===== config.mk =====
export PLATFORM = sky130hd
export DESIGN_NAME = counter_value_float_compressor_top_flat
export DESIGN_NICKNAME = d
export VERILOG_FILES = /design/src/rtl/core/cvfc_pkg.sv /design/src/rtl/core/cvfc_in_if.sv /design/src/rtl/core/cvfc_out_if.sv /design/src/rtl/core/cvfc_msb.sv /design/src/rtl/core/counter_value_float_compressor_top.sv /design/src/flat_wrapper.sv
export SDC_FILE = /design/constraint.sdc
export NUM_CORES = 1
export LEC_CHECK = 0
export ABC_AREA = 0
export BUFFER_PORTS_ARGS = -buffer_cell sky130_fd_sc_hd__buf_2
export CAP_MARGIN = 10
export CORE_ASPECT_RATIO = 1.75
export CORE_MARGIN = 2
export CORE_UTILIZATION = 30
export CTS_CLUSTER_DIAMETER = 50
export DETAILED_ROUTE_END_ITERATION = 12
export HOLD_SLACK_MARGIN = 0.03
export SKIP_LAST_GASP = 1
export SLEW_MARGIN = 10
export SYNTH_ARGS = -nofsm -noshare
export SYNTH_HDL_FRONTEND = slang
export SYNTH_SLANG_ARGS = --single-unit

===== constraint.sdc =====
create_clock -name clk -period 19.04 [get_ports clk]
set_clock_uncertainty 0.2 [all_clocks]
set_input_delay 2.856 -clock clk [delete_from_list [all_inputs] [get_ports clk]]
set_output_delay 2.856 -clock clk [all_outputs]
set_load 0.02 [all_outputs]

===== src/rtl/core/cvfc_pkg.sv =====
`default_nettype none

package cvfc_pkg;

    localparam int ValueW      = 64;
    localparam int PosW        = 6;
    localparam int C16MantW    = 13;
    localparam int C16ExpStep  = 3;
    localparam int C16ExpW     = 5;
    localparam int C16ExpMax   = 7;
    localparam int C16W        = 16;
    localparam int C16StepMax  = (ValueW - C16MantW + C16ExpStep - 1) / C16ExpStep;
    localparam int C24MantW    = 20;
    localparam int C24ExpW     = 6;
    localparam int C24ExpMax   = 31;
    localparam int C24W        = 24;
    localparam int FltExpTop   = 190;
    localparam int FltMantShift = 40;
    localparam int FltMantW    = 23;
    localparam int FltExpW     = 8;
    localparam int FltW        = 32;

    typedef struct packed {
        logic [ValueW-1:0] value;
        logic [PosW-1:0]   pos;
        logic              zero;
    } cvfc_s1_t;

    typedef struct packed {
        logic [C16MantW-1:0] m16;
        logic                up16;
        logic [C16ExpW-1:0]  e16;
        logic [C24MantW-1:0] m24;
        logic                up24;
        logic [C24ExpW-1:0]  e24;
        logic [FltExpW-1:0]  fexp;
        logic [FltMantW-1:0] fmant;
        logic                zero;
    } cvfc_s2_t;

    typedef struct packed {
        logic [C16W-1:0] code16;
        logic            code16_saturated;
        logic [C24W-1:0] code24;
        logic            code24_saturated;
        logic [FltW-1:0] float_bits;
    } cvfc_res_t;

    // Number of base-8 steps needed to bring a value whose leading one sits at
    // pos down into the 13-bit mantissa.
    function automatic logic [C16ExpW-1:0] c16_steps(input logic [PosW-1:0] pos);
        logic [C16ExpW-1:0] k;
        k = '0;
        for (int j = 1; j <= C16StepMax; j++)
        begin
            if ({1'b0, pos} >= (PosW+1)'(C16MantW + C16ExpStep * (j - 1)))
            begin
                k = k + C16ExpW'(1);
            end
        end
        return k;
    endfunction

endpackage

`default_nettype wire


===== src/rtl/core/cvfc_in_if.sv =====
`default_nettype none

interface cvfc_in_if;
    import cvfc_pkg::*;

    logic              valid;
    logic              ready;
    logic [ValueW-1:0] value;

    modport source (output valid, output value, input ready);
    modport sink (input valid, input value, output ready);
endinterface

`default_nettype wire


===== src/rtl/core/cvfc_out_if.sv =====
`default_nettype none

interface cvfc_out_if;
    import cvfc_pkg::*;

    logic            valid;
    logic            ready;
    logic [C16W-1:0] code16;
    logic            code16_saturated;
    logic [C24W-1:0] code24;
    logic            code24_saturated;
    logic [FltW-1:0] float_bits;

    modport source (output valid, output code16, output code16_saturated, output code24,
                    output code24_saturated, output float_bits, input ready);
    modport sink (input valid, input code16, input code16_saturated, input code24,
                  input code24_saturated, input float_bits, output ready);
endinterface

`default_nettype wire


===== src/rtl/core/cvfc_msb.sv =====
`default_nettype none

// Leading-one detector: each byte is encoded on its own, then the highest
// nonzero byte is chosen.
module cvfc_msb (
    input  wire logic [cvfc_pkg::ValueW-1:0] value,
    output logic [cvfc_pkg::PosW-1:0]        pos,
    output logic                             zero
);
    import cvfc_pkg::*;

    localparam int Bytes = ValueW / 8;

    logic [Bytes-1:0] byte_any;
    logic [2:0]       byte_pos [Bytes];

    always_comb
    begin
        for (int b = 0; b < Bytes; b++)
        begin
            byte_any[b] = |value[b*8 +: 8];
            byte_pos[b] = 3'd0;
            for (int i = 0; i < 8; i++)
            begin
                if (value[b*8 + i])
                begin
                    byte_pos[b] = 3'(i);
                end
            end
        end
    end

    always_comb
    begin
        pos = '0;
        for (int b = 0; b < Bytes; b++)
        begin
            if (byte_any[b])
            begin
                pos = {3'(b), byte_pos[b]};
            end
        end
        zero = ~|byte_any;
    end

endmodule

`default_nettype wire


===== src/rtl/core/counter_value_float_compressor_top.sv =====
// Counter value compressor, three register stages.
// Throughput: one item per cycle while the output accepts results; the stages
// are leading-one detection, barrel shifting, and rounding with packing into
// the output register.
// Reset (rst_n, asynchronous, active low) clears the stage valid bits only.
`default_nettype none

module counter_value_float_compressor_top (
    input  wire logic  clk,
    input  wire logic  rst_n,
    cvfc_in_if.sink    sample,
    cvfc_out_if.source result
);
    import cvfc_pkg::*;

    logic      v1_reg, v2_reg, v3_reg;
    logic      en1, en2, en3;
    cvfc_s1_t  s1_reg, s1_next;
    cvfc_s2_t  s2_reg, s2_next;
    cvfc_res_t s3_reg, s3_next;

    logic [PosW-1:0] msb_pos;
    logic            msb_zero;

    // A stage loads when it is empty or its contents move on this cycle.
    assign en3 = !v3_reg || result.ready;
    assign en2 = !v2_reg || en3;
    assign en1 = !v1_reg || en2;
    assign sample.ready = en1;

    cvfc_msb u_msb (
        .value (sample.value),
        .pos   (msb_pos),
        .zero  (msb_zero)
    );

    always_comb
    begin
        s1_next.value = sample.value;
        s1_next.pos   = msb_pos;
        s1_next.zero  = msb_zero;
    end

    // Stage 2: shift every code into its mantissa window; for the 16- and 24-bit
    // codes the bit just below the window is carried along as the rounding bit.
    logic [C16ExpW-1:0] k16;
    logic [PosW-1:0]    sh16;
    logic [PosW-1:0]    k24;
    logic [ValueW:0]    t16;
    logic [ValueW:0]    t24;
    logic [ValueW-1:0]  fnorm;

    always_comb
    begin
        k16  = c16_steps(s1_reg.pos);
        sh16 = ({1'b0, k16} << 1) + {1'b0, k16};
        k24  = (s1_reg.pos > PosW'(C24MantW - 1)) ? s1_reg.pos - PosW'(C24MantW - 1) : '0;
        t16  = {s1_reg.value, 1'b0} >> sh16;
        t24  = {s1_reg.value, 1'b0} >> k24;
        fnorm = s1_reg.value << (PosW'(ValueW - 1) - s1_reg.pos);

        s2_next.m16   = t16[C16MantW:1];
        s2_next.up16  = t16[0];
        s2_next.e16   = k16;
        s2_next.m24   = t24[C24MantW:1];
        s2_next.up24  = t24[0];
        s2_next.e24   = (s1_reg.pos >= PosW'(C24MantW - 1))
                      ? C24ExpW'(s1_reg.pos - PosW'(C24MantW - 2)) : '0;
        s2_next.fexp  = FltExpW'(FltExpTop - (ValueW - 1)) + FltExpW'(s1_reg.pos);
        s2_next.fmant = fnorm[FltMantShift +: FltMantW];
        s2_next.zero  = s1_reg.zero;
    end

    // Stage 3: round, handle the carry out of the mantissa, saturate, pack.
    logic [C16MantW:0]   sum16;
    logic [C16MantW-1:0] mant16;
    logic [C16ExpW-1:0]  exp16;
    logic                sat16;
    logic [C24MantW:0]   sum24;
    logic [C24MantW-1:0] mant24;
    logic [C24ExpW-1:0]  exp24;
    logic                sat24;

    always_comb
    begin
        sum16  = {1'b0, s2_reg.m16} + (C16MantW+1)'(s2_reg.up16);
        mant16 = sum16[C16MantW] ? C16MantW'(1 << (C16MantW - C16ExpStep))
                                 : sum16[C16MantW-1:0];
        exp16  = s2_reg.e16 + C16ExpW'(sum16[C16MantW]);
        sat16  = exp16 > C16ExpW'(C16ExpMax);

        sum24  = {1'b0, s2_reg.m24} + (C24MantW+1)'(s2_reg.up24);
        mant24 = sum24[C24MantW] ? C24MantW'(1 << (C24MantW - 1)) : sum24[C24MantW-1:0];
        exp24  = s2_reg.e24 + C24ExpW'(sum24[C24MantW]);
        sat24  = exp24 > C24ExpW'(C24ExpMax);

        s3_next.code16           = sat16 ? '1 : {exp16[C16W-C16MantW-1:0], mant16};
        s3_next.code16_saturated = sat16;
        s3_next.code24           = sat24 ? '1
                                 : {exp24[C24W-C24MantW:0], mant24[C24MantW-2:0]};
        s3_next.code24_saturated = sat24;
        s3_next.float_bits       = s2_reg.zero ? '0 : {1'b0, s2_reg.fexp, s2_reg.fmant};
    end

    always_ff @(posedge clk or negedge rst_n)
    begin
        if (!rst_n)
        begin
            v1_reg <= 1'b0;
            v2_reg <= 1'b0;
            v3_reg <= 1'b0;
        end
        else
        begin
            if (en1)
            begin
                v1_reg <= sample.valid;
            end
            if (en2)
            begin
                v2_reg <= v1_reg;
            end
            if (en3)
            begin
                v3_reg <= v2_reg;
            end
        end
    end

    always_ff @(posedge clk)
    begin
        if (en1)
        begin
            s1_reg <= s1_next;
        end
        if (en2)
        begin
            s2_reg <= s2_next;
        end
        if (en3)
        begin
            s3_reg <= s3_next;
        end
    end

    assign result.valid            = v3_reg;
    assign result.code16           = s3_reg.code16;
    assign result.code16_saturated = s3_reg.code16_saturated;
    assign result.code24           = s3_reg.code24;
    assign result.code24_saturated = s3_reg.code24_saturated;
    assign result.float_bits       = s3_reg.float_bits;

    // Back-pressure reaches the input only when every stage holds an item.
    a_full_when_stalled: assert property (@(posedge clk) disable iff (!rst_n)
        !sample.ready |-> (v1_reg && v2_reg && v3_reg))
        else $error("input stalled while a stage is empty");

    // An item in stage 2 that moves on shows up at the output next cycle.
    a_stage_advance: assert property (@(posedge clk) disable iff (!rst_n)
        (v2_reg && en3) |=> result.valid)
        else $error("item lost between stage 2 and the output");

    // A zero count gives zero in all three codes.
    a_zero_consistent: assert property (@(posedge clk) disable iff (!rst_n)
        (result.valid && result.float_bits == '0) |->
        (result.code16 == '0 && result.code24 == '0
         && !result.code16_saturated && !result.code24_saturated))
        else $error("zero value coded inconsistently");

    // The 24-bit code saturates only where the 16-bit code already has.
    a_sat_order: assert property (@(posedge clk) disable iff (!rst_n)
        (result.valid && result.code24_saturated) |-> result.code16_saturated)
        else $error("24-bit code saturated below the 16-bit range");

endmodule

`default_nettype wire

===== src/flat_wrapper.sv =====
// flat-port wrapper written by rule: the top's interface ports become plain ports
module counter_value_float_compressor_top_flat import cvfc_pkg::*;
  (clk, rst_n, sample_valid, sample_value, sample_ready, result_valid, result_code16, result_code16_saturated, result_code24, result_code24_saturated, result_float_bits, result_ready);
  cvfc_in_if sample_i ();
  cvfc_out_if result_i ();
  input  wire logic clk;
  input  wire logic rst_n;
  input wire logic [$bits(sample_i.valid)-1:0] sample_valid;
  input wire logic [$bits(sample_i.value)-1:0] sample_value;
  output wire logic [$bits(sample_i.ready)-1:0] sample_ready;
  output wire logic [$bits(result_i.valid)-1:0] result_valid;
  output wire logic [$bits(result_i.code16)-1:0] result_code16;
  output wire logic [$bits(result_i.code16_saturated)-1:0] result_code16_saturated;
  output wire logic [$bits(result_i.code24)-1:0] result_code24;
  output wire logic [$bits(result_i.code24_saturated)-1:0] result_code24_saturated;
  output wire logic [$bits(result_i.float_bits)-1:0] result_float_bits;
  input wire logic [$bits(result_i.ready)-1:0] result_ready;
  assign sample_i.valid = sample_valid;
  assign sample_i.value = sample_value;
  assign sample_ready = sample_i.ready;
  assign result_valid = result_i.valid;
  assign result_code16 = result_i.code16;
  assign result_code16_saturated = result_i.code16_saturated;
  assign result_code24 = result_i.code24;
  assign result_code24_saturated = result_i.code24_saturated;
  assign result_float_bits = result_i.float_bits;
  assign result_i.ready = result_ready;
  counter_value_float_compressor_top u_core (.clk(clk), .rst_n(rst_n), .sample(sample_i), .result(result_i));
endmodule

=== Word-level counts from Yosys, hierarchy flattened ===
Index checks and enable logic that the tools add are counted.

* Bits in registers: 226
* Latch bits: 0
* Bits in writable memories: 0
* ROM bits: 0
* Bits of input ports: 68
* Output and inout bits: 76
* Logic and storage cells: 177
* Memories kept: 0

* Add/subtract/negate cells: 25
* $mul: 0
* Divide/modulo/power cells: 0
* $lt $le $gt $ge: 21
* Eq/ne operators: 0
* Shift operators: 3
* Muxes and demuxes: 84
* Bitwise gates (word level): 0
* Reductions and logical operators: 19

{| class="wikitable"
|+ Operators with widths
! cell !! number
|-
| 3-bit two-way mux || 50
|-
| 5-bit two-way mux || 18
|-
| 5-bit by 1-bit adder with 5-bit output (second input constant) || 15
|-
| 65-bit by 6-bit >> shifter with 14-bit output || 1
|-
| 65-bit by 6-bit >> shifter with 21-bit output || 1
|-
| 64-bit OR reduction || 1
|-
| 8-bit OR reduction || 8
|-
| 64-bit by 6-bit << shifter with 63-bit output || 1
|-
| 6-bit greater-or-equal comparator (second input constant) || 10
|-
| 6-bit by 5-bit greater-or-equal comparator with 1-bit output (second input constant) || 7
|-
| 32-bit OR reduction || 1
|-
| 6-bit two-way mux || 4
|-
| 20-bit by 1-bit adder with 21-bit output || 1
|-
| 19-bit two-way mux || 1
|-
| 16-bit OR reduction || 1
|-
| 13-bit by 1-bit adder with 14-bit output || 1
|-
| 13-bit two-way mux || 1
|-
| 6-bit by 5-bit > comparator with 1-bit output (second input constant) || 2
|-
| 6-bit by 5-bit subtractor with 6-bit output (second input constant) || 2
|-
| 1-bit two-way mux || 9
|-
| 7-bit by 6-bit adder with 8-bit output (first input constant) || 1
|-
| 6-bit by 1-bit adder with 6-bit output || 1
|-
| 6-bit by 5-bit adder with 6-bit output || 1
|-
| 6-bit by 4-bit greater-or-equal comparator with 1-bit output (second input constant) || 1
|-
| other kinds (8) || 13
|}

=== Logic depth before layout (Yosys ltp) ===
* Depth after elaboration: 36
* Gate-level depth with buffers: 66
* Mapped depth without buffers: 62

=== Modules after synthesis ===
A second synthesis with hierarchy kept.

* Cell total of the unflattened synthesis: 2137
* Area total of the unflattened synthesis: 20158.1 sq um

{| class="wikitable"
|+ By module, submodules not included
! module !! times used !! cells an instance !! area each (sq um) !! seq. area each (sq um)
|-
| counter_value_float_compressor_top || 1 || 2022 || 19491.2 || 6741.5
|-
| cvfc_msb || 1 || 115 || 666.9 || 0.0
|}

=== Worst setup path before layout ===
OpenSTA, ideal clock, no wires.

* Path type: reg-to-reg
* From: register u_core.s1_reg[2] in the netlist's numbering
* To: register u_core.s2_reg[66] in the netlist's numbering, data pin
* Setup time: 272 ps
* Arrival: 13365 ps
* Required time: 18568 ps
* Slack: 5203 ps
* Stages on the path, launching flop included: 61
* Path buffers: 6
* Clock period less this slack: 13837 ps
* Cells stage by stage: edfxtp_1 -> buf_2 -> buf_1 -> clkbuf_1 -> inv_1 -> ha_1 -> nand2b_1 -> a31oi_1 -> ha_1 -> nor3_1 -> nor2_4 -> ha_1 -> o21a_1 -> ha_1 -> or3_1 -> and3_1 -> and2_1 -> ha_1 -> [25 not listed] -> ha_1 -> mux2i_1 -> inv_1 -> ha_1 -> nor2_1 -> a21oi_1 -> ha_1 -> mux2_2 -> ha_1 -> mux2_2 -> ha_1 -> clkbuf_1 -> buf_1 -> buf_1 -> mux2i_1 -> a211oi_1 -> a21oi_1 -> mux4_2

{| class="wikitable"
|+ RTL lines
! what !! RTL line !! text
|-
| start, declared || counter_value_float_compressor_top.sv:18 || <nowiki>cvfc_s1_t s1_reg, s1_next;</nowiki>
|-
| start signal, assigned || counter_value_float_compressor_top.sv:134 || <nowiki>s1_reg <= s1_next;</nowiki>
|-
| end signal, assigned || counter_value_float_compressor_top.sv:138 || <nowiki>s2_reg <= s2_next;</nowiki>
|-
| end, declared || counter_value_float_compressor_top.sv:19 || <nowiki>cvfc_s2_t s2_reg, s2_next;</nowiki>
|}

==> metrics.cfg <==
[clock_tree]
postCtsHoldBufs = 0
cts.sinks = 225
cts-resized-gates = 0
postCtsSetupBuffers = 0
cts_max_level = 1
clkTransAtPathRegs_ps = 70
clk_latency_ps = 580
numCtsBuffers = 25
clock_path_buffers = 3
cts_tree = yes
cts_root_buf = clkbuf_16

[worst_setup_path]
crit_path_max_fanout = 74
crit_start = u_core.s1_reg[1]
cp_data_required_time_ps = 19130
cp.arrival_ps = 15460
slowest_delay_ps = 640
start_kind = flop
crit_top_cell = ha_1
r2r_slack_ps = 3670
end_kind = flop
path_class = flop to flop
slowest_stage = buf_4
reg2reg_from = u_core.s1_reg[1]

[route]
drt_wl_total_um = 73260
drc = 0
drt_first_pass_iters = 8
postRouteAntennaNets = 0
vias = 17060
wl_per_cell_um = 24.25
drt_iter0_markers = 1190
vias_per_cell = 5.648

[cells_and_area]
area_delta_synth_final_pct = 11.57
insertedDiodeCount = 0
drive_gt1_share_pct = 15.62
largest_reg_flops = 78
fin_nets = 2220
finalCoreUtilization_pct = 33.78

[placed_design]
numPortBuffers = 142
dp_hpwl_um = 55760
dp_slack_ps = 3787
gp_congestion = 1.027

[sta]
slew_headroom_pct = 25.43
rsz0062_at_grt = no
finalMaxSlewViolations = 0
tns_ps = 0
final-setup-viol-count = 0
fin_crit_ps = 15370
fmax_mhz = 65.06
setup_slack_ps = 3670
tightest_slew_ps = 1104
hold_slack_ps = 220.2
period_share_pct = 80.73
hold_violations = 0

[hold_path]
hold_start = u_core.s1_reg[0]
hold_class = flop to flop

[die]
rows = 125
ios = 144
dieArea_um2 = 69090
coreArea_um2 = 66310
floorplan.initialDensity_pct = 30.27
die_w_um = 199.6
die_h_um = 346.2

[pwr]
p_leak_uw = 0.009374
power.total_uw = 1688
pwr_density_cell_nw_per_um2 = 75.39
ir_drop_v = 0.00006112

[status]
status = finished, final reports clean

[synthesis]
ys_seq_elements = 225
yosys_warnings = 0
synthCells = 2066
synth_adder_area_share_pct = 2.518
synth_xor_area_share_pct = 4.275
ys.flop_type = edfxtp_1
synth.area.mux_share_pct = 28.13
yosys.area_share.simple_pct = 15.55
synth.distinct_cells = 86
async_flop_share_pct = 1.333
synth_enable_flop_cells = 222
synth_top_family_by_area = multiplexers
synth_area_per_cell_um2 = 9.717
synth_seq_area_share_pct = 33.58
syn_area_um2 = 20080
synth_compound_area_share_pct = 12.16
synth_nets = 2173

[global_routing]
grt_pass1_wl_um = 109100
grt_max_degree = 75
grt_overflow = 0
track_usage_pct = 21.04
grt_pass1_vias = 17280
antenna_found_initial = 1

[run]
cap_violations = 0

placed cells by master, fill, tap and decap left out, types with 20 or more instances in the layout:
master and instances:
mux2i_1 383, nand2_1 275, edfxtp_1 222, buf_2 142, nor2_1 138, a21oi_1 115, o21ai_0 72, mux4_2 68
nor2b_1 56, a211oi_1 47, a31oi_1 42, nand3_1 42, inv_1 38, ha_1 37, xnor2_1 35, nor3_1 32
and3_1 28, xor2_1 28, buf_4 28, mux2_2 25, clkbuf_16 25, and2_1 24, nand2b_1 20
routing by layer:
layer	routed length [um]	up-vias	share of wire (%)	GRT usage (%)
met3	4009	270	5.5	3.019
met4	7547	0	10	18.59
met2	36040	699	49	36.16
li1	-	7836	-	-
met5	0	-	0	0
met1	25670	8258	35	22.08
synthesized netlist by cell type, types with 11 or more instances:
| library cell | number | area share, % |
|---|---|---|
| nand2b_1 | 23 | 0.72 |
| a31oi_1 | 42 | 1.3 |
| nand2_1 | 275 | 5.1 |
| mux4_2 | 68 | 7.6 |
| a21oi_1 | 115 | 2.9 |
| o21ai_0 | 72 | 1.8 |
| clkbuf_1 | 87 | 1.6 |
| mux2i_1 | 383 | 19 |
| a211oi_1 | 47 | 1.8 |
| xor2_1 | 29 | 1.3 |
| xnor2_1 | 39 | 1.7 |
| nor2_1 | 140 | 2.6 |
| buf_1 | 44 | 0.82 |
| nand3_1 | 42 | 1.0 |
| edfxtp_1 | 222 | 33 |
| buf_2 | 13 | 0.32 |
| mux2_2 | 25 | 1.4 |
| ha_1 | 38 | 2.4 |
| nor4_1 | 15 | 0.47 |
| and3_1 | 28 | 0.87 |
| nor3_1 | 32 | 0.80 |
| and2_1 | 24 | 0.75 |
| nor2b_1 | 56 | 1.7 |
| inv_1 | 38 | 0.71 |
| o211ai_1 | 11 | 0.41 |
where the power goes:
part           switching (uW)  leakage [uW]  internal [uW]
combinational             313       0.00685            208
sequential               73.1       0.00213            616
clock                     218      0.000390            261
metrics by stage:
step | area (um2) | instances
floorplan | 20080 | 2066
global placement | 21600 | 2975
detailed placement | 21600 | 2975
CTS | 22400 | 3021
global route | 22400 | 3021
finish | 22400 | 3021
critical path, delay by kind of cell, from the launching register on:
family / cells / cell delay (ps)
and+or+nand+nor: 18 / 3190
muxes: 5 / 1450
AOI/OAI and AO/OA: 16 / 2500
buffers and inverters: 4 / 1230
adders and majority gates: 17 / 5170
xor gates and xnor gates: 2 / 990
DFF: 1 / 310
cell type report:
type                       count  area [um2]
multi-input combinational   1651       12670
tap                          889        1112
clock buffer                  28       636.9
clock inverter                18       165.2
sequential                   225        6741
fill                        6851       43920
timing repair buffer         170       920.9
inverter                      40       150.1
cells by family (layout without fill, tap and decap cells):
kind of cell / Yosys count / in the layout
adders and majority gates: 40 / 40
and+or+nand+nor: 670 / 670
xor gates and xnor gates: 80 / 80
buffers and inverters: 190 / 256
muxes: 476 / 476
other: 1 / 1
AOI/OAI and AO/OA: 384 / 384
DFF: 225 / 225
final timing paths:
check,to,cells past startpoint
max,u_core.s2_reg[70],62
min,u_core.s2_reg[0],0
max reg2reg,u_core.s2_reg[70],62
min reg2reg,u_core.s2_reg[0],0
max in group asynchronous,u_core.v1_reg,1
min in group asynchronous,u_core.v2_reg,1
No activity file was read; power rests on OpenSTA's default activity.
